<file path="config.mk">
export PLATFORM = sky130hd
export DESIGN_NAME = digitizer_aggregate_word_parser
export DESIGN_NICKNAME = d
export VERILOG_FILES = /design/src/rtl/dawp_pkg.sv /design/src/rtl/dawp_pair_seek.sv /design/src/rtl/digitizer_aggregate_word_parser.sv
export SDC_FILE = /design/constraint.sdc
export NUM_CORES = 1
export LEC_CHECK = 0
export BUFFER_PORTS_ARGS = -buffer_cell sky130_fd_sc_hd__buf_2
export CAP_MARGIN = 20
export CORE_MARGIN = 10
export CORE_UTILIZATION = 54
export DETAILED_ROUTE_END_ITERATION = 12
export PLACE_DENSITY = 0.85
export SETUP_SLACK_MARGIN = 0.4
export SLEW_MARGIN = 15
export SYNTH_ARGS = -nofsm -noshare
export SYNTH_HDL_FRONTEND = slang
export SYNTH_SLANG_ARGS = --single-unit
</file>
<file path="constraint.sdc">
create_clock -name clk -period 8.15 [get_ports clk]
set_input_delay 0.4075 -clock clk [delete_from_list [all_inputs] [get_ports clk]]
set_output_delay 0.4075 -clock clk [all_outputs]
set_load 0.05 [all_outputs]
</file>
<file path="src/rtl/dawp_pkg.sv">
// ============================================================================
// dawp_pkg
// Shared types and constants for the digitizer aggregate word parser.
// ============================================================================
package dawp_pkg;

  // Number of channel pairs whose mask bits are honored (1..8)
  localparam int unsigned CHANNEL_PAIRS = 8;
  // Pair index width, fixed by the 4-bit channel number
  localparam int unsigned PAIR_IDX_W = 3;
  localparam int unsigned MAX_PAIRS  = 8;

  // Input beat: one readout word plus packet marker
  typedef struct packed {
    logic [31:0] data_word;
    logic        packet_end;
  } in_item_t;

  // Result beat: sample record or event summary
  typedef struct packed {
    logic        record_kind;
    logic [3:0]  channel;
    logic [30:0] time_tag;
    logic [13:0] sample_a;
    logic [13:0] sample_b;
    logic [1:0]  digital_bits;
    logic [1:0]  trigger_bits;
    logic        dual_trace;
    logic [14:0] energy;
    logic        pileup_flag;
    logic [4:0]  extras_code;
    logic [31:0] extras_word;
  } out_item_t;

  // Record kinds
  localparam logic KIND_SAMPLE  = 1'b0;
  localparam logic KIND_SUMMARY = 1'b1;

  // Result of the enabled-pair search
  typedef struct packed {
    logic                  found;
    logic [PAIR_IDX_W-1:0] index;
  } seek_t;

endpackage

</file>
<file path="src/rtl/dawp_pair_seek.sv">
// ============================================================================
// dawp_pair_seek
// Finds the lowest enabled channel pair at or above a start index.
// ============================================================================
module dawp_pair_seek #(
  parameter int unsigned CHANNEL_PAIRS = dawp_pkg::CHANNEL_PAIRS
) (
  input  logic [dawp_pkg::MAX_PAIRS-1:0] pair_mask,
  input  logic [dawp_pkg::PAIR_IDX_W:0]  start,
  output dawp_pkg::seek_t                seek
);

  logic [CHANNEL_PAIRS-1:0] hit;

  // Candidate pairs: enabled and not below the start point
  always_comb begin
    for (int i = 0; i < CHANNEL_PAIRS; i++) begin
      hit[i] = pair_mask[i] && (start <= (dawp_pkg::PAIR_IDX_W+1)'(i));
    end
  end

  // Lowest candidate wins: scan from the top so the last write is the lowest
  always_comb begin
    seek.found = 1'b0;
    seek.index = '0;
    for (int i = CHANNEL_PAIRS - 1; i >= 0; i--) begin
      if (hit[i]) begin
        seek.found = 1'b1;
        seek.index = (dawp_pkg::PAIR_IDX_W)'(i);
      end
    end
  end

endmodule

</file>
<file path="src/rtl/digitizer_aggregate_word_parser.sv">
// ============================================================================
// digitizer_aggregate_word_parser
// Walks a digitizer readout stream and emits sample records and summaries.
// ============================================================================
// Takes one 32-bit readout word per beat and walks the aggregate layout:
// a 4-word board header (word 1 holds the pair enable mask), a 2-word channel
// header per enabled pair, then events made of a time-tag word, sample words
// and two extras words. Each sample word yields a sample record, the second
// extras word an event summary; all other words yield nothing. A word marked
// packet_end is parsed normally and then the parser resyncs to the board
// header. A word taken sits in the input register, and the parse of it writes
// its result into the output buffer; one word can be taken every cycle while
// the skid entry is empty, since each word is handled by a single pass of
// field extraction, one 31-bit compare/subtract for the remaining-word
// countdown and an 8-entry priority pick. A two-entry output buffer lets
// input flow on while one result waits to be taken.
module digitizer_aggregate_word_parser #(
  parameter int unsigned CHANNEL_PAIRS = dawp_pkg::CHANNEL_PAIRS
) (
  input  logic                clk,
  input  logic                rst_n,
  input  logic                in_valid,
  output logic                in_stall,
  input  dawp_pkg::in_item_t  in_data,
  output logic                out_valid,
  input  logic                out_stall,
  output dawp_pkg::out_item_t out_data
);

  typedef enum logic [2:0] {
    PH_BOARD,
    PH_CHAN0,
    PH_CHAN1,
    PH_TTAG,
    PH_SAMPLE,
    PH_EXTRA1,
    PH_EXTRA2
  } phase_t;

  // Input register
  logic               s1_valid_r;
  dawp_pkg::in_item_t s1_item_r;

  // Parser state
  phase_t                          phase_r, phase_nxt;
  logic [1:0]                      hwi_r, hwi_nxt;
  logic [dawp_pkg::MAX_PAIRS-1:0]  mask_r, mask_nxt;
  logic [dawp_pkg::PAIR_IDX_W-1:0] pidx_r, pidx_nxt;
  logic [30:0]                     awl_r, awl_nxt;
  logic [17:0]                     spe_r, spe_nxt;
  logic [17:0]                     swc_r, swc_nxt;
  logic                            dt_r, dt_nxt;
  logic [3:0]                      ch_r, ch_nxt;
  logic [30:0]                     tt_r, tt_nxt;
  logic [31:0]                     held_r, held_nxt;

  // Output buffer: head drives the port, skid catches one more
  logic                head_v_r, skid_v_r;
  dawp_pkg::out_item_t head_r, skid_r;

  logic                advance;
  logic                push;
  logic                pop;
  dawp_pkg::out_item_t res;

  logic [31:0] w;
  logic [17:0] spe_sel;
  logic [18:0] need;
  logic        event_ok;
  logic [17:0] swc_inc;

  logic [dawp_pkg::PAIR_IDX_W:0] seek_start;
  dawp_pkg::seek_t               seek;

  assign w       = s1_item_r.data_word;
  assign advance = s1_valid_r && !skid_v_r;
  assign pop     = head_v_r && !out_stall;

  assign in_stall  = s1_valid_r && skid_v_r;
  assign out_valid = head_v_r;
  assign out_data  = head_r;

  // Countdown check: sample words of one event plus time tag and two extras
  assign spe_sel  = (phase_r == PH_CHAN1) ? {w[15:0], 2'b00} : spe_r;
  assign need     = {1'b0, spe_sel} + 19'd3;
  assign event_ok = awl_r >= {12'd0, need};
  assign swc_inc  = swc_r + 18'd1;

  // Board header restarts the search at pair 0, channel headers and events move past the current pair
  assign seek_start = (phase_r == PH_CHAN1 || phase_r == PH_EXTRA2)
                    ? {1'b0, pidx_r} + (dawp_pkg::PAIR_IDX_W+1)'(1)
                    : '0;

  dawp_pair_seek #(
    .CHANNEL_PAIRS(CHANNEL_PAIRS)
  ) u_seek (
    .pair_mask(mask_r),
    .start    (seek_start),
    .seek     (seek)
  );

  // Per-word parse
  always_comb begin
    phase_nxt = phase_r;
    hwi_nxt   = hwi_r;
    mask_nxt  = mask_r;
    pidx_nxt  = pidx_r;
    awl_nxt   = awl_r;
    spe_nxt   = spe_r;
    swc_nxt   = swc_r;
    dt_nxt    = dt_r;
    ch_nxt    = ch_r;
    tt_nxt    = tt_r;
    held_nxt  = held_r;
    push      = 1'b0;
    res       = '0;
    res.channel    = ch_r;
    res.time_tag   = tt_r;
    res.dual_trace = dt_r;

    unique case (phase_r)
      PH_CHAN0: begin
        awl_nxt   = (w[30:0] >= 31'd2) ? w[30:0] - 31'd2 : 31'd0;
        phase_nxt = PH_CHAN1;
      end
      PH_CHAN1: begin
        dt_nxt  = w[31];
        spe_nxt = spe_sel;
        if (event_ok) begin
          awl_nxt   = awl_r - {12'd0, need};
          phase_nxt = PH_TTAG;
        end else if (seek.found) begin
          pidx_nxt  = seek.index;
          phase_nxt = PH_CHAN0;
        end else begin
          phase_nxt = PH_BOARD;
          hwi_nxt   = 2'd0;
        end
      end
      PH_TTAG: begin
        tt_nxt    = w[30:0];
        ch_nxt    = {pidx_r, w[31]};
        swc_nxt   = '0;
        phase_nxt = (spe_r == 18'd0) ? PH_EXTRA1 : PH_SAMPLE;
      end
      PH_SAMPLE: begin
        push             = 1'b1;
        res.record_kind  = dawp_pkg::KIND_SAMPLE;
        res.sample_a     = w[13:0];
        res.sample_b     = w[29:16];
        res.digital_bits = {w[30], w[14]};
        res.trigger_bits = {w[31], w[15]};
        swc_nxt          = swc_inc;
        if (swc_inc >= spe_r) phase_nxt = PH_EXTRA1;
      end
      PH_EXTRA1: begin
        held_nxt  = w;
        phase_nxt = PH_EXTRA2;
      end
      PH_EXTRA2: begin
        push            = 1'b1;
        res.record_kind = dawp_pkg::KIND_SUMMARY;
        res.energy      = w[14:0];
        res.pileup_flag = w[15];
        res.extras_code = w[20:16];
        res.extras_word = held_r;
        if (event_ok) begin
          awl_nxt   = awl_r - {12'd0, need};
          phase_nxt = PH_TTAG;
        end else if (seek.found) begin
          pidx_nxt  = seek.index;
          phase_nxt = PH_CHAN0;
        end else begin
          phase_nxt = PH_BOARD;
          hwi_nxt   = 2'd0;
        end
      end
      default: begin
        // Board header words
        phase_nxt = PH_BOARD;
        if (hwi_r == 2'd1) mask_nxt = w[dawp_pkg::MAX_PAIRS-1:0];
        if (hwi_r == 2'd3) begin
          hwi_nxt = 2'd0;
          if (seek.found) begin
            pidx_nxt  = seek.index;
            phase_nxt = PH_CHAN0;
          end
        end else begin
          hwi_nxt = hwi_r + 2'd1;
        end
      end
    endcase

    // Packet end resyncs to the board header
    if (s1_item_r.packet_end) begin
      phase_nxt = PH_BOARD;
      hwi_nxt   = 2'd0;
    end
  end

  // Input register
  always_ff @(posedge clk) begin
    if (!rst_n) begin
      s1_valid_r <= 1'b0;
    end else if (!in_stall) begin
      s1_valid_r <= in_valid;
    end
    if (!in_stall && in_valid) s1_item_r <= in_data;
  end

  // Parser state and output buffer (head and skid beats)
  always_ff @(posedge clk) begin
    if (!rst_n) begin
      phase_r  <= PH_BOARD;
      hwi_r    <= '0;
      mask_r   <= '0;
      pidx_r   <= '0;
      awl_r    <= '0;
      spe_r    <= '0;
      swc_r    <= '0;
      dt_r     <= 1'b0;
      ch_r     <= '0;
      tt_r     <= '0;
      held_r   <= '0;
      head_v_r <= 1'b0;
      skid_v_r <= 1'b0;
    end else begin
      if (advance) begin
        phase_r <= phase_nxt;
        hwi_r   <= hwi_nxt;
        mask_r  <= mask_nxt;
        pidx_r  <= pidx_nxt;
        awl_r   <= awl_nxt;
        spe_r   <= spe_nxt;
        swc_r   <= swc_nxt;
        dt_r    <= dt_nxt;
        ch_r    <= ch_nxt;
        tt_r    <= tt_nxt;
        held_r  <= held_nxt;
      end
      if (pop) begin
        if (skid_v_r) begin
          head_v_r <= 1'b1;
          skid_v_r <= 1'b0;
        end else begin
          head_v_r <= advance && push;
        end
      end else if (advance && push) begin
        if (head_v_r) skid_v_r <= 1'b1;
        else          head_v_r <= 1'b1;
      end
    end
    if (pop) begin
      if (skid_v_r) head_r <= skid_r;
      else if (advance && push) head_r <= res;
    end else if (advance && push) begin
      if (head_v_r) skid_r <= res;
      else          head_r <= res;
    end
  end

endmodule
</file>
-- Yosys cells after proc, flatten, opt, wreduce, memory -nomap -nowiden
Index checks and enable logic that the tools add are counted.
- bits in registers: 431
- output and inout bits: 124
- logic and storage cells: 158
- input port bits: 37
- add/sub/neg operators: 6
- bitwise operators: 4
- $lt $le $gt $ge: 11
- equal/unequal tests: 15
- muxes and demuxes: 42
- reductions and logical operators: 40
- operators with widths (cell ; number):
    $mux 122 ; 5
    $mux 31 ; 2
    $pmux 31 s2 ; 1
    $mux 53 ; 1
    $mux 4 ; 9
    $pmux 18 s2 ; 1
    $mux 32 ; 1
    $ge 31x19->1 ; 1
    $ge 31x2->1 const B ; 1
    $sub 31x19->31 ; 1
    $sub 31x2->31 const B ; 1
    $add 18x2->19 const B ; 1
    $add 18x1->18 const B ; 1
    $ge 18x18->1 ; 1
    $logic_not 18->1 ; 1
    $mux 18 ; 1
    $le 4x3->1 const B ; 4
    $mux 3 ; 5
    $pmux 3 s5 ; 1
    $logic_and 1x1->1 ; 13
    $reduce_and 2->1 ; 6
    $reduce_and 3->1 ; 4
    $mux 2 ; 5
    $reduce_bool 2->1 ; 5
    other kinds (22) ; 46

-- Longest topological paths before layout
Gate-level depths: netlist (run 1).
- depth in word-level cells: 17
- gate-level depth with buffers: 20

-- Cells and area by module
From an unflattened synthesis (run 1), not the netlist that was laid out.
- cell total of the unflattened synthesis: 1819
- area total of the unflattened synthesis: 19915.4 um^2
- by module, submodules not included (module ; area an instance (um^2) ; instances ; cells an instance):
    digitizer_aggregate_word_parser ; 19677.6 ; 1 ; 1780
    dawp_pair_seek ; 237.7 ; 1 ; 39

-- Worst setup path after synthesis (run 1)
No wires, ideal clock.
- path kind: register to register
- start point: reg phase_r[2]
- end point: reg head_r (netlist bit out_data[0]), enable pin
- stages on the path, launching flop included: 7
- data required time: 7.507 ns
- setup time: 0.643 ns
- data arrival time: 6.982 ns
- path slack: 0.525 ns
- path buffers: 2
- cells stage by stage: dfxtp_1 buf_2 inv_1 clkbuf_1 nor3_1 a21oi_1 a21oi_1
- longest elaborated chain between the ends: 6
- RTL lines (what ; RTL line ; text):
    from (decl) ; digitizer_aggregate_word_parser.sv:45 ; phase_t phase_r, phase_nxt;
    from (signal assigned) ; digitizer_aggregate_word_parser.sv:229 ; phase_r <= phase_nxt;
    $eq 3x3->1 ; digitizer_aggregate_word_parser.sv:121 ; unique case (phase_r)
    $reduce_or 2->1 (no source line) (*) ; n/a ;
    $mux 1 (*) ; digitizer_aggregate_word_parser.sv:121 ;
    $logic_and 1x1->1 (*) ; digitizer_aggregate_word_parser.sv:255, digitizer_aggregate_word_parser.sv:256 ;
    $reduce_bool 2->1 (no source line) ; n/a ;
    $reduce_and 3->1 (no source line) (*) ; n/a ;
    to (signal assigned) ; digitizer_aggregate_word_parser.sv:254 ; if (skid_v_r) head_r <= skid_r;
    to (signal assigned) ; digitizer_aggregate_word_parser.sv:255 ; else if (advance && push) head_r <= res;
    to (signal assigned) ; digitizer_aggregate_word_parser.sv:258 ; else head_r <= res;
    to (decl) ; digitizer_aggregate_word_parser.sv:59 ; dawp_pkg::out_item_t head_r, skid_r;
Mark *: on every way between the ends. The rest lies on a longest branch, timed or not.
A chain may end at the register's enable or synchronous reset.

-- Worst setup path after layout (run 1)
- start point: reg phase_r[0]
- end point: reg awl_r[24]
- longest elaborated chain between the ends: 6
- RTL lines (what ; RTL line ; text):
    $eq 3x2->1 ; digitizer_aggregate_word_parser.sv:84, digitizer_aggregate_word_parser.sv:121 ;
    $mux 18 ; digitizer_aggregate_word_parser.sv:84 ; assign spe_sel = (phase_r == PH_CHAN1) ? {w[15:0], 2'b00} : spe_r;
    $add 18x2->19 ; digitizer_aggregate_word_parser.sv:85 ; assign need = {1'b0, spe_sel} + 19'd3;
    $sub 31x19->31 / $ge 31x19->1 (equally long branches) ; digitizer_aggregate_word_parser.sv:130, digitizer_aggregate_word_parser.sv:168, digitizer_aggregate_word_parser.sv:86 ;
    $mux 31 / $ne 2x1->1 (equally long branches) ; n/a ;
    $pmux 31 s2 / $reduce_and 3->1 (equally long branches) ; n/a ;
    to (signal assigned) ; digitizer_aggregate_word_parser.sv:233 ; awl_r <= awl_nxt;
    to (decl) ; digitizer_aggregate_word_parser.sv:49 ; logic [30:0] awl_r, awl_nxt;
Several ways; a longest one is shown, not always the timed one. The select of a mux whose other input is x is not followed.

==> results of run 1 <==
[routing by layer]
layer  vias up  track usage  share of wire
met5         -            0              0
met4         0        0.104          0.037
met3       138       0.0442          0.094
met2       821        0.406           0.48
met1      7494        0.314           0.39
li1       6913            -              -
[cell families after synthesis]
| family | synth area share |
|---|---|
| compound gates | 0.115 |
| xor+xnor | 0.0321 |
| fa+ha+maj | 0.0280 |
| buf+inv | 0.0311 |
| flops | 0.573 |
| mux | 0.0720 |
| simple gates | 0.149 |
[sequential cells by signal, indices dropped and copies added (netlist names), 18 cells and up]
signal    count
out_data    122
swc_r        18
held_r       32
awl_r        31
w            32
tt_r         31
skid_r      122
spe_r        18
[cells in the mapped netlist, types with 4 or more instances]
master	instances
sky130_fd_sc_hd__edfxtp_1	277
sky130_fd_sc_hd__nand2_1	256
sky130_fd_sc_hd__a21oi_1	166
sky130_fd_sc_hd__dfxtp_1	154
sky130_fd_sc_hd__mux2_2	122
sky130_fd_sc_hd__clkbuf_1	103
sky130_fd_sc_hd__nor2_1	86
sky130_fd_sc_hd__and3_1	67
sky130_fd_sc_hd__o21ai_0	49
sky130_fd_sc_hd__ha_1	43
sky130_fd_sc_hd__xnor2_1	43
sky130_fd_sc_hd__nand3_1	42
sky130_fd_sc_hd__and2_1	35
sky130_fd_sc_hd__inv_1	34
sky130_fd_sc_hd__nor3_1	31
sky130_fd_sc_hd__xor2_1	30
sky130_fd_sc_hd__nor4_1	23
sky130_fd_sc_hd__a22oi_1	16
sky130_fd_sc_hd__a21o_1	14
sky130_fd_sc_hd__o211ai_1	13
sky130_fd_sc_hd__nand4_1	11
sky130_fd_sc_hd__nor2b_1	11
sky130_fd_sc_hd__or3_1	10
sky130_fd_sc_hd__nand2b_1	9
sky130_fd_sc_hd__o221ai_1	9
sky130_fd_sc_hd__a211oi_1	8
sky130_fd_sc_hd__o21a_1	8
sky130_fd_sc_hd__buf_1	7
sky130_fd_sc_hd__nand3b_1	7
sky130_fd_sc_hd__or4_1	7
sky130_fd_sc_hd__a31oi_1	6
sky130_fd_sc_hd__a32o_1	6
sky130_fd_sc_hd__mux2i_1	6
sky130_fd_sc_hd__o211a_1	6
sky130_fd_sc_hd__buf_2	5
sky130_fd_sc_hd__o32ai_1	5
sky130_fd_sc_hd__a22o_1	4
sky130_fd_sc_hd__o2111ai_1	4
sky130_fd_sc_hd__o22ai_1	4
sky130_fd_sc_hd__o31ai_1	4
sky130_fd_sc_hd__o32a_1	4
[critical path, delay by kind of cell, from the launching register on]
kind,cells,cell delay (ns)
compound gates,5,1.74
xor+xnor,1,0.16
fa+ha+maj,2,0.74
flops,1,0.79
buf+inv,1,0.40
simple gates,7,1.89
[metrics by stage]
stage | setup slack (ns) | utilization
4_1_cts | 2.51 | 0.624
3_5_place_dp | 2.52 | 0.578
6_report | 2.35 | 0.626
5_1_grt | 1.99 | 0.626
3_3_place_gp | 2.66 | 0.578
2_1_floorplan | 0.525 | -
[final timing paths]
kind                            depth (start not counted)    endpoint        start
worst max-delay path                                   16   awl_r[24]   phase_r[0]
worst min-delay path                                    1       w[25]  in_data[26]
worst max register to register                         16   awl_r[24]   phase_r[0]
worst min register to register                          2  held_r[22]   held_r[22]
[layout make-up]
| class | instances | area share |
|---|---|---|
| Clock buffer | 57 | 0.0525 |
| Multi-Input combinational cell | 1220 | 0.347 |
| Sequential cell | 431 | 0.499 |
| Inverter | 35 | 0.00580 |
| Tap cell | 468 | 0.0256 |
| Timing Repair Buffer | 222 | 0.0600 |
| Clock inverter | 25 | 0.0105 |
[report_power, final]
| group | switching (mW) | internal (mW) | total, mW | leakage (nW) |
|---|---|---|---|---|
| logic | 0.0739 | 0.0359 | 0.110 | 4.17 |
| clock network | 0.875 | 1.15 | 2.02 | 0.696 |
| registers | 0.0187 | 2.31 | 2.33 | 3.70 |
[repair_timing]
item | in CTS | in global routing
resized for setup | 0 | 0
setup buffers | 0 | 0
hold buffers | 26 | 0
hold endpoints to repair | 26 | 0
endpoints found under the setup margin | 0 | 0
==> implementation parameters, run 1 <==
Parameter                              Value

CTS
  Clock latency reported for the late side of the worst-skew pair ... 0.59 ns
  Maximum root-to-sink buffer count ... 3
  Clock tree from TritonCTS ... built
  Count of clock tree sinks ... 431
  CTS H-tree lvls ... 2
  CTS buffer count ... 44
  Reg clk slew, reported paths ... ~0.070 ns
  Root cell of the clock tree ... sky130_fd_sc_hd__clkbuf_16

Global routing
  Vias in the first global route ... 14930
  All-Layer GR Usage ... 0.246
  Maximum number of pins on one net before global-route repair ... 87
  Overflow left after global routing ... 0
  Wire length of the first global-routing pass ... 87.0 mm
  Number of antenna violations at the first check in global routing ... 0

Logic synthesis
  Synth cell types ... 81
  Cell taking the most area after synthesis ... sky130_fd_sc_hd__edfxtp_1
  Total of flip-flops plus latches after synthesis ... 431
  Fraction of registers with async set/reset ... 0
  Netlist area before placement ... 19900 um2
  Fraction of post-synthesis cell area in the top cell type by area ... 0.418
  Synthesized net count ... around 1900
  Primary flip-flop cell chosen by synthesis mapping ... sky130_fd_sc_hd__edfxtp_1
  Gate Count Post-Synth ... 1806
  Largest cells by area after synthesis ... sky130_fd_sc_hd__edfxtp_1, sky130_fd_sc_hd__dfxtp_1, sky130_fd_sc_hd__mux2_2
  Share of the yosys chip area belonging to registers ... 0.573
  Per-instance average area after synthesis ... 11.0 um2
  Yosys warnings ... 0
  EDFF count, synth ... 277

Routing
  Post-detailed-route wirelength per cell ... 23.3 um
  DRT iter0 DRCs ... between 1500 and 2000
  1st-pass router iterations ... 8
  Total Routed Length ... 57.4 mm
  Number of nets with antenna violations after detailed routing ... 0
  Number of remaining DRC errors ... 0
  Total number of vias ... ~15000
  Via density ... 6.25

Cells and area
  Fraction of final layout cells sized beyond drive strength 1 ... 0.206
  Count of filler cells inserted in the layout ... approximately 2700
  Area growth from synthesis to final layout ... 14.9%
  Most common cell after layout, fill and taps aside ... sky130_fd_sc_hd__edfxtp_1
  Sequential standard cell area ... about 11000 um2
  Final standard cell area without fillers ... 22900 um2
  Post-route insts no fill ... 2458
  Commonest non-fill, non-tap cells in the layout ... sky130_fd_sc_hd__edfxtp_1, sky130_fd_sc_hd__nand2_1, sky130_fd_sc_hd__a21oi_1
  Area of the multi-input gates ... 7940 um2
  Total number of nets in the final design ... 2035
  Final antenna diode count ... 0

STA
  Highest achievable clock rate ... 172 MHz
  Share of the cycle needed by the critical path after routing ... 0.712
  Final period demand of the worst path ... 5.80 ns
  Final slew viol count ... 0
  Post-route clock skew ... about 0.023 ns
  Final hold slack ... 0.0128 ns
  Final setup violation count ... 0
  Fin Setup TNS ... 0 ns
  Relative slew margins ... 0.292
  Unrepaired setup endpoints after global routing ... no
  Worst-Margin Slew ... between 1 and 1.5 ns
  Hold Violations, Final ... 0

Setup path
  Data arrival at the endpoint of the critical path ... between 6 and 7 ns
  Crit Path Category ... reg -> reg
  Largest stage delay on the critical path ... 0.79 ns
  Worst-path maximum fanout ... 27
  Cells along the critical path ... or3b_2 > nand2_1 > ha_1 > a211oi_1 > nand2_1 > or3_1 > xnor2_1 > ha_1 > nand4_1 > nor3_1 > a32o_1 > a21o_1 > o21a_1 > buf_4 > nand2_1 > o221ai_1
  Startpoint Class ... flip-flop
  Most repeated library cell on the critical path ... sky130_fd_sc_hd__nand2_1
  CP required ... 8.64 ns
  Register-to-register setup slack ... 2.35 ns
  Nature of the critical path endpoint ... flip-flop
  Max stage delay cell, worst path ... sky130_fd_sc_hd__dfxtp_1

Job
  MaxCap Viol Count ... 0

Place
  Port buffer count ... 160
  Placed cell areas ... 21100 um2
  Half-perimeter wire length after placement ... roughly 37 mm
  Cells after DPL ... 2347
  Routability congestion estimate from global placement ... 0.998

Pwr
  Peak supply drop ... 140 uV
  Pleak ... 8.56 nW
  PwrDens ... 195 nW/um2
  Total Power ... 4.46 mW

Floorplan
  Area of the core region ... 36500 um2
  DIE AREA ... around 45000 um2
  Initial core utilization ... 0.545
  Horizontal die dimension ... roughly 210 um
  Die Y-Extent ... 212 um
  Top-Level Pins ... 161
  Row Count ... 70

Min path
  Worst hold-check path type ... in -> reg

Run status
  Result of the run ... finished clean
Note: power is estimated with default switching activity, not from simulation.
==> run 2: changes to the inputs <==
--- a/config.mk
+++ b/config.mk
@@ -8,9 +8,9 @@
 export BUFFER_PORTS_ARGS = -buffer_cell sky130_fd_sc_hd__buf_2
 export CAP_MARGIN = 20
 export CORE_MARGIN = 10
-export CORE_UTILIZATION = 54
+export CORE_UTILIZATION = 55
 export DETAILED_ROUTE_END_ITERATION = 12
-export PLACE_DENSITY = 0.85
+export PLACE_DENSITY = 0.83
 export SETUP_SLACK_MARGIN = 0.4
 export SLEW_MARGIN = 15
 export SYNTH_ARGS = -nofsm -noshare
==> constraint.sdc (replaced) <==
create_clock -name clk -period 5.9 [get_ports clk]
set_input_delay 0.295 -clock clk [delete_from_list [all_inputs] [get_ports clk]]
set_output_delay 0.295 -clock clk [all_outputs]
set_load 0.05 [all_outputs]
==> run 2 against run 1 <==
Net effect: cell count hardly changed; setup slack worse by 1.5 ns; clock skew is 0.0013 ns higher; first-iteration DRC count is 14% higher.
==> implementation parameters, run 2 (same netlist as run 1, synthesis figures left out) <==
Parameter                              Value

Run status
  Result of the run ... finished clean

Global routing
  Overflow left after global routing ... 0 (unchanged)
  All-Layer GR Usage ... 0.255 (+0.00872)
  Vias in the first global route ... 15123 (+1.3%)
  Wire length of the first global-routing pass ... 88.4 mm (+1.6%)
  Maximum number of pins on one net before global-route repair ... 123 (+41%)
  Number of antenna violations at the first check in global routing ... 0 (unchanged)

Setup path
  Register-to-register setup slack ... 0.82 ns (-1.53 ns)
  Data arrival at the endpoint of the critical path ... 5.56 ns (-0.74 ns)
  Max stage delay cell, worst path ... sky130_fd_sc_hd__or3b_2
  Nature of the critical path endpoint ... flip-flop
  Startpoint Class ... flip-flop
  Cells along the critical path ... buf_4 > or3b_2 > mux2i_1 > a211oi_1 > nand2_1 > or3_1 > xnor2_1 > ha_1 > a21o_1 > a221oi_2 > nand2_1 > o31ai_1 > nand2_1 > o41ai_1
  Worst-path maximum fanout ... 22 (-19%)
  Largest stage delay on the critical path ... 0.61 ns (-0.18 ns)
  Most repeated library cell on the critical path ... sky130_fd_sc_hd__nand2_1
  Launch point of the worst reg-to-reg path ... phase_r[1]
  Crit path max-delay family ... compound AO/OA/AOI/OAI gates
  Total buffers and inverters traversed by the critical path ... 1 (unchanged)
  Worst Reg-to-Reg Cells ... 14 (-2)
  Crit Path Category ... reg -> reg
  CP required ... 6.38 ns (-2.26 ns)
  Worst R2R End ... pidx_r[1]

Place
  Port buffer count ... 160 (unchanged)
  Routability congestion estimate from global placement ... 0.960 (-3.8%)
  Pre-CTS setup slack ... 0.480 ns (-2.04 ns)
  Half-perimeter wire length after placement ... 37.3 mm (+1.6%)

STA
  Worst-Margin Slew ... 1.13 ns (+0.0679 ns)
  Highest achievable clock rate ... 197 MHz (+14%)
  Unrepaired setup endpoints after global routing ... no
  Share of the cycle needed by the critical path after routing ... 0.861 (+0.149)
  Relative slew margins ... 0.247 (-0.0453)
  Post-route clock skew ... 0.0244 ns (+0.00128 ns)
  Final WS setup ... 0.819 ns (-1.53 ns)
  Final slew viol count ... 0 (unchanged)
  Final period demand of the worst path ... 5.08 ns (-0.723 ns)
  Fin Setup TNS ... 0 ns (unchanged)
  Hold Violations, Final ... 0 (unchanged)
  Final setup violation count ... 0 (unchanged)

Min path
  Worst Hold Launch ... out_stall
  Hold Path Sink ... skid_v_r
  Hold path cells ... 3 (+2)
  Worst hold-check path type ... in -> reg

CTS
  Reg clk slew, reported paths ... 0.06 ns (about the same)
  Clock tree from TritonCTS ... built
  CTS buffer count ... 44 (unchanged)
  Root cell of the clock tree ... sky130_fd_sc_hd__clkbuf_16
  Count of clock tree sinks ... 431 (unchanged)
  CTS H-tree lvls ... 2 (unchanged)
  Number of buffers inserted by post-CTS setup repair ... 0 (unchanged)
  Maximum root-to-sink buffer count ... 3 (unchanged)
  Clock latency reported for the late side of the worst-skew pair ... 0.59 ns (about the same)

Cells and area
  Area growth from synthesis to final layout ... 15.4%
  Most common cell after layout, fill and taps aside ... sky130_fd_sc_hd__edfxtp_1
  Commonest non-fill, non-tap cells in the layout ... sky130_fd_sc_hd__edfxtp_1, sky130_fd_sc_hd__nand2_1, sky130_fd_sc_hd__a21oi_1
  Sequential standard cell area ... 11400 um2 (about the same)
  Total number of nets in the final design ... 2044 (+0.44%)
  Area of the multi-input gates ... 7940 um2 (about the same)
  Count of filler cells inserted in the layout ... 2529 (-5.1%)
  Fraction of final layout cells sized beyond drive strength 1 ... 0.209 (+0.00268)
  Final antenna diode count ... 0 (unchanged)

Floorplan
  Area of the core region ... 35700 um2 (-2.4%)
  Initial core utilization ... 0.558 (+0.0133)
  DIE AREA ... 44200 um2 (-1.6%)
  Row Count ... 69 (-1.4%)
  Horizontal die dimension ... 210 um (-0.83%)
  Die Y-Extent ... 210 um (-0.83%)
  Top-Level Pins ... 161 (unchanged)

Routing
  DRT iter0 DRCs ... 1867 (+14%)
  Total Routed Length ... 58.3 mm (+1.5%)
  Number of nets with antenna violations after detailed routing ... 0 (unchanged)
  Post-detailed-route wirelength per cell ... 23.7 um (+1.5%)
  Via density ... 6.28 (+0.45%)
  Number of remaining DRC errors ... 0 (unchanged)
  1st-pass router iterations ... 5 (-3)
  Total number of vias ... 15441 (+0.49%)

Pwr
  Part of the power in combinational logic ... 0.025 (about the same)
  Register share of total power ... 0.515 (-0.007)
  PwrDens ... 272 nW/um2 (+39%)
  Peak supply drop ... 212 uV (+51%)
  Pleak ... 8.62 nW (+0.74%)
  Net switching power figure ... 1.35 mW (+40%)
  Internal power ... 4.90 mW (+40%)
  Part of the total power dissipated in the clock network ... 0.460 (+0.007)
  Switching power as a share of total power ... 0.216 (-0.000569)
  Total Power ... 6.25 mW (+40%)

Job
  MaxCap Viol Count ... 0 (unchanged)
## run 2: cell count changes in the layout (fill, tap and decap cells not counted), sizes merged
cell | previous run | this run
buf | 196 | 197
bufinv | 3 | 4
clkbuf | 57 | 59
clkinv | 16 | 12
dlygate4sd3 | 26 | 34
## run 2: cell type report
type	instances	share of cell area
Clock buffer	59	0.0532
Clock inverter	22	0.0112
Inverter	35	0.00577
Multi-Input combinational cell	1220	0.346
Sequential cell	431	0.496
Tap cell	461	0.0251
Timing Repair Buffer	231	0.0628
## run 2: worst max-delay path by stage
stage	start	cells past startpoint	slack (ns)	to
4_1_cts	phase_r[0]	14	0.48	pidx_r[1]
3_5_place_dp	phase_r[0]	14	0.48	pidx_r[1]
2_1_floorplan	phase_r[2]	6	1.02	out_data[0]
5_1_grt	phase_r[1]	14	0.49	pidx_r[1]
3_3_place_gp	phase_r[0]	14	0.79	pidx_r[1]
6_report	phase_r[1]	14	0.82	pidx_r[1]
## run 2: worst register-to-register path: stages (launching register included)
cell and delay [ns]:
sky130_fd_sc_hd__dfxtp_1 0.31, sky130_fd_sc_hd__buf_4 0.23, sky130_fd_sc_hd__or3b_2 0.62, sky130_fd_sc_hd__mux2i_1 0.21, sky130_fd_sc_hd__a211oi_1 0.47, sky130_fd_sc_hd__nand2_1 0.25
sky130_fd_sc_hd__or3_1 0.44, sky130_fd_sc_hd__xnor2_1 0.15, sky130_fd_sc_hd__ha_1 0.43, sky130_fd_sc_hd__a21o_1 0.24, sky130_fd_sc_hd__a221oi_2 0.46, sky130_fd_sc_hd__nand2_1 0.24
sky130_fd_sc_hd__o31ai_1 0.38, sky130_fd_sc_hd__nand2_1 0.19, sky130_fd_sc_hd__o41ai_1 0.36
## run 2: power groups by stage
stage	Clock (mW)	Combinational (mW)	Sequential, mW
after floorplan	0	0.0696	3.27
after global placement	0	0.134	3.28
after detailed placement	0	0.135	3.28
after CTS	2.89	0.154	3.22
after global routing	3.00	0.164	3.22
final	2.87	0.159	3.22
## run 2: metal layers
| metal | vias to the layer above | global-route usage | wire (um) |
|---|---|---|---|
| li1 | 6923 | - | - |
| met1 | 7512 | 0.327 | 22900 |
| met2 | 873 | 0.415 | 27500 |
| met3 | 133 | 0.0527 | 5770 |
| met4 | 0 | 0.106 | 2080 |
| met5 | - | 0 | 0 |
## run 2: stage by stage
step	utilization	cells	cell area (um2)	hold WS [ns]
CTS	0.644	2459	23000	0.116
detailed placement	0.593	2344	21100	0.441
finish	0.644	2459	23000	0.133
global placement	0.593	2344	21100	0.437
floorplan	-	1806	19900	0.394
global route	0.644	2459	23000	0.156
## run 2: repair_timing
action	4_1_cts	5_1_grt
gates resized for setup	0	2
hold buffers	34	0
hold endpoints to repair	34	0
setup endpoints to repair	0	31
==> run 3: changes to the inputs <==
--- a/config.mk
+++ b/config.mk
@@ -8,9 +8,9 @@
 export BUFFER_PORTS_ARGS = -buffer_cell sky130_fd_sc_hd__buf_2
 export CAP_MARGIN = 20
 export CORE_MARGIN = 10
-export CORE_UTILIZATION = 55
+export CORE_UTILIZATION = 60
 export DETAILED_ROUTE_END_ITERATION = 12
-export PLACE_DENSITY = 0.83
+export PLACE_DENSITY = 0.89
 export SETUP_SLACK_MARGIN = 0.4
 export SLEW_MARGIN = 15
 export SYNTH_ARGS = -nofsm -noshare
==> run 3 against run 2 <==
Net effect: register-to-register slack better by 0.12 ns; core utilization grew 5.7 points; critical path depth shrank 1; wire length rose by 9.9%; maximum frequency is 2.5% higher; non-clock buffer count unchanged; cell count shrank 0.81%; final area decreased by 0.47%; largest cell class unchanged.
==> implementation parameters, run 3 (same netlist as run 1, synthesis figures left out) <==
Parameter                              Value

Place
  Routability congestion estimate from global placement ... 0.924 (-3.8%)
  Half-perimeter wire length after placement ... 37.9 mm (+1.7%)
  Port buffer count ... 160 (unchanged)
  Cells after DPL ... 2325 (-0.81%)
  Pre-CTS setup slack ... 1.02 ns (+0.543 ns)

Setup path
  Data arrival at the endpoint of the critical path ... 5.39 ns (-0.17 ns)
  Launch point of the worst reg-to-reg path ... phase_r[1]
  Register-to-register setup slack ... 0.94 ns (+0.12 ns)
  Worst setup startpoint ... phase_r[1]
  Nature of the critical path endpoint ... flip-flop
  Crit Path Category ... reg -> reg
  Worst R2R End ... pidx_r[1]
  Worst-path maximum fanout ... 10 (-55%)
  Startpoint Class ... flip-flop
  Worst Reg-to-Reg Cells ... 13 (-1)
  CP required ... 6.34 ns (-0.04 ns)
  Crit path capture ... pidx_r[1]

Min path
  Worst hold-check path type ... in -> reg
  Hold path cells ... 3 (unchanged)

Pwr
  PwrDens ... 268 nW/um2 (-1.4%)
  Pleak ... 8.58 nW (-0.53%)
  Peak supply drop ... 246 uV (+16%)

CTS
  Reg clk slew, reported paths ... 0.06 ns (about the same)
  Root cell of the clock tree ... sky130_fd_sc_hd__clkbuf_16
  Number of buffers inserted by post-CTS setup repair ... 0 (unchanged)
  Count of clock tree sinks ... 431 (unchanged)
  CTS buffer count ... 43 (-2.3%)
  CTS H-tree lvls ... 2 (unchanged)
  Clock latency reported for the late side of the worst-skew pair ... 0.57 ns (-0.02 ns)
  Clock tree from TritonCTS ... built
  Maximum root-to-sink buffer count ... 3 (unchanged)

Cells and area
  Most common cell after layout, fill and taps aside ... sky130_fd_sc_hd__edfxtp_1
  Total number of nets in the final design ... 2043 (-0.049%)
  Post-route insts no fill ... 2439 (-0.81%)
  Fraction of final layout cells sized beyond drive strength 1 ... 0.207 (-0.00140)
  Count of filler cells inserted in the layout ... 2042 (-19%)
  Commonest non-fill, non-tap cells in the layout ... sky130_fd_sc_hd__edfxtp_1, sky130_fd_sc_hd__nand2_1, sky130_fd_sc_hd__a21oi_1
  Final antenna diode count ... 0 (unchanged)
  Area growth from synthesis to final layout ... 14.9%

Floorplan
  DIE AREA ... 40900 um2 (-7.6%)
  Initial core utilization ... 0.610 (+0.0520)
  Horizontal die dimension ... 202 um (-3.9%)
  Top-Level Pins ... 161 (unchanged)
  Row Count ... 66 (-4.3%)
  Area of the core region ... 32600 um2 (-8.5%)
  Die Y-Extent ... 202 um (-3.9%)

Routing
  DRT iter0 DRCs ... 2189 (+17%)
  Number of remaining DRC errors ... 0 (unchanged)
  Number of nets with antenna violations after detailed routing ... 0 (unchanged)
  Via density ... 6.60 (+5.2%)
  Total number of vias ... 16105 (+4.3%)
  1st-pass router iterations ... 6 (+1)
  Total Routed Length ... 64.0 mm (+9.9%)
  Post-detailed-route wirelength per cell ... 26.3 um (+11%)

STA
  Final period demand of the worst path ... 4.96 ns (-0.123 ns)
  Relative slew margins ... 0.290 (+0.0430)
  Final WS setup ... 0.942 ns (+0.123 ns)
  Final setup violation count ... 0 (unchanged)
  Worst-Margin Slew ... 1.06 ns (-0.0645 ns)
  Share of the cycle needed by the critical path after routing ... 0.840 (-0.0209)
  Final hold slack ... 0.156 ns (+0.0223 ns)
  Unrepaired setup endpoints after global routing ... no
  Post-route clock skew ... 0.0329 ns (+0.00850 ns)
  Final slew viol count ... 0 (unchanged)
  Highest achievable clock rate ... 202 MHz (+2.5%)
  Hold Violations, Final ... 0 (unchanged)
  Fin Setup TNS ... 0 ns (unchanged)

Global routing
  All-Layer GR Usage ... 0.302 (+0.0465)
  Vias in the first global route ... 15759 (+4.2%)
  Overflow left after global routing ... 0 (unchanged)
  Number of antenna violations at the first check in global routing ... 0 (unchanged)
  Wire length of the first global-routing pass ... 96.4 mm (+9.1%)
  Maximum number of pins on one net before global-route repair ... 123 (unchanged)

Run status
  Result of the run ... finished clean

Job
  MaxCap Viol Count ... 0 (unchanged)
## run 3: cell types whose count changed in the layout (fill, tap and decap cells not counted), moves of 2 or more
cell | previous run | this run
sky130_fd_sc_hd__clkbuf_8 | 2 | 6
sky130_fd_sc_hd__clkbuf_16 | 46 | 43
sky130_fd_sc_hd__bufinv_16 | 4 | 2
sky130_fd_sc_hd__inv_16 | 2 | 0
sky130_fd_sc_hd__clkinv_2 | 9 | 11
## run 3: how the worst min path moves through the flow
stage | from | endpoint | slack (ns)
finish | out_stall | skid_v_r | 0.16
global route | out_stall | out_valid | 0.19
CTS | out_stall | skid_v_r | 0.14
detailed placement | tt_r[13] | skid_r[99] | 0.44
global placement | held_r[23] | held_r[23] | 0.44
floorplan | in_data[0] | s1_item_r[0] | 0.39
## run 3: area by class of cell
| type | instances | area (um2) | area share |
|---|---|---|---|
| clock buffer | 60 | 1200 | 0.0525 |
| timing repair buffer | 231 | 1440 | 0.0631 |
| sequential | 431 | 11400 | 0.499 |
| tap | 442 | 553 | 0.0242 |
| inverter | 35 | 133 | 0.00580 |
| clock inverter | 20 | 195 | 0.00854 |
| multi-input combinational | 1220 | 7940 | 0.347 |
## run 3: report_power, final
part           internal, mW  switching, mW
Sequential             3.19         0.0276
Clock                  1.53           1.22
Combinational        0.0530          0.110
Total                  4.77           1.36
## run 3: what timing repair did
item	CTS	global route
resized for setup	0	0
hold endpoints to repair	34	0
hold buffers	34	0
## run 3: critical path, stage by stage (launching register included)
cell and delay (ns):
sky130_fd_sc_hd__dfxtp_1 0.33, sky130_fd_sc_hd__or3b_2 0.59, sky130_fd_sc_hd__mux2i_1 0.21, sky130_fd_sc_hd__a211oi_1 0.44, sky130_fd_sc_hd__nand2_1 0.23, sky130_fd_sc_hd__or3_1 0.43, sky130_fd_sc_hd__xnor2_1 0.14, sky130_fd_sc_hd__ha_1 0.44
sky130_fd_sc_hd__a21o_1 0.24, sky130_fd_sc_hd__a221oi_1 0.58, sky130_fd_sc_hd__nand2_1 0.28, sky130_fd_sc_hd__o31ai_1 0.38, sky130_fd_sc_hd__nand2_1 0.19, sky130_fd_sc_hd__o41ai_1 0.38
## run 3: stage by stage
stage	util	cell area [um2]	total power, mW
global placement	0.648	21100	3.41
CTS	0.701	22900	6.09
detailed placement	0.648	21100	3.42
floorplan	-	19900	3.34
global route	0.701	22900	6.24
finish	0.701	22900	6.13
## run 3: layer usage
layer / up-vias / GRT usage / part of all wire
li1: 6914 / - / -
met1: 7666 / 0.370 / 0.35
met2: 1259 / 0.499 / 0.48
met3: 266 / 0.0673 / 0.11
met4: 0 / 0.140 / 0.052
met5: - / 0 / 0
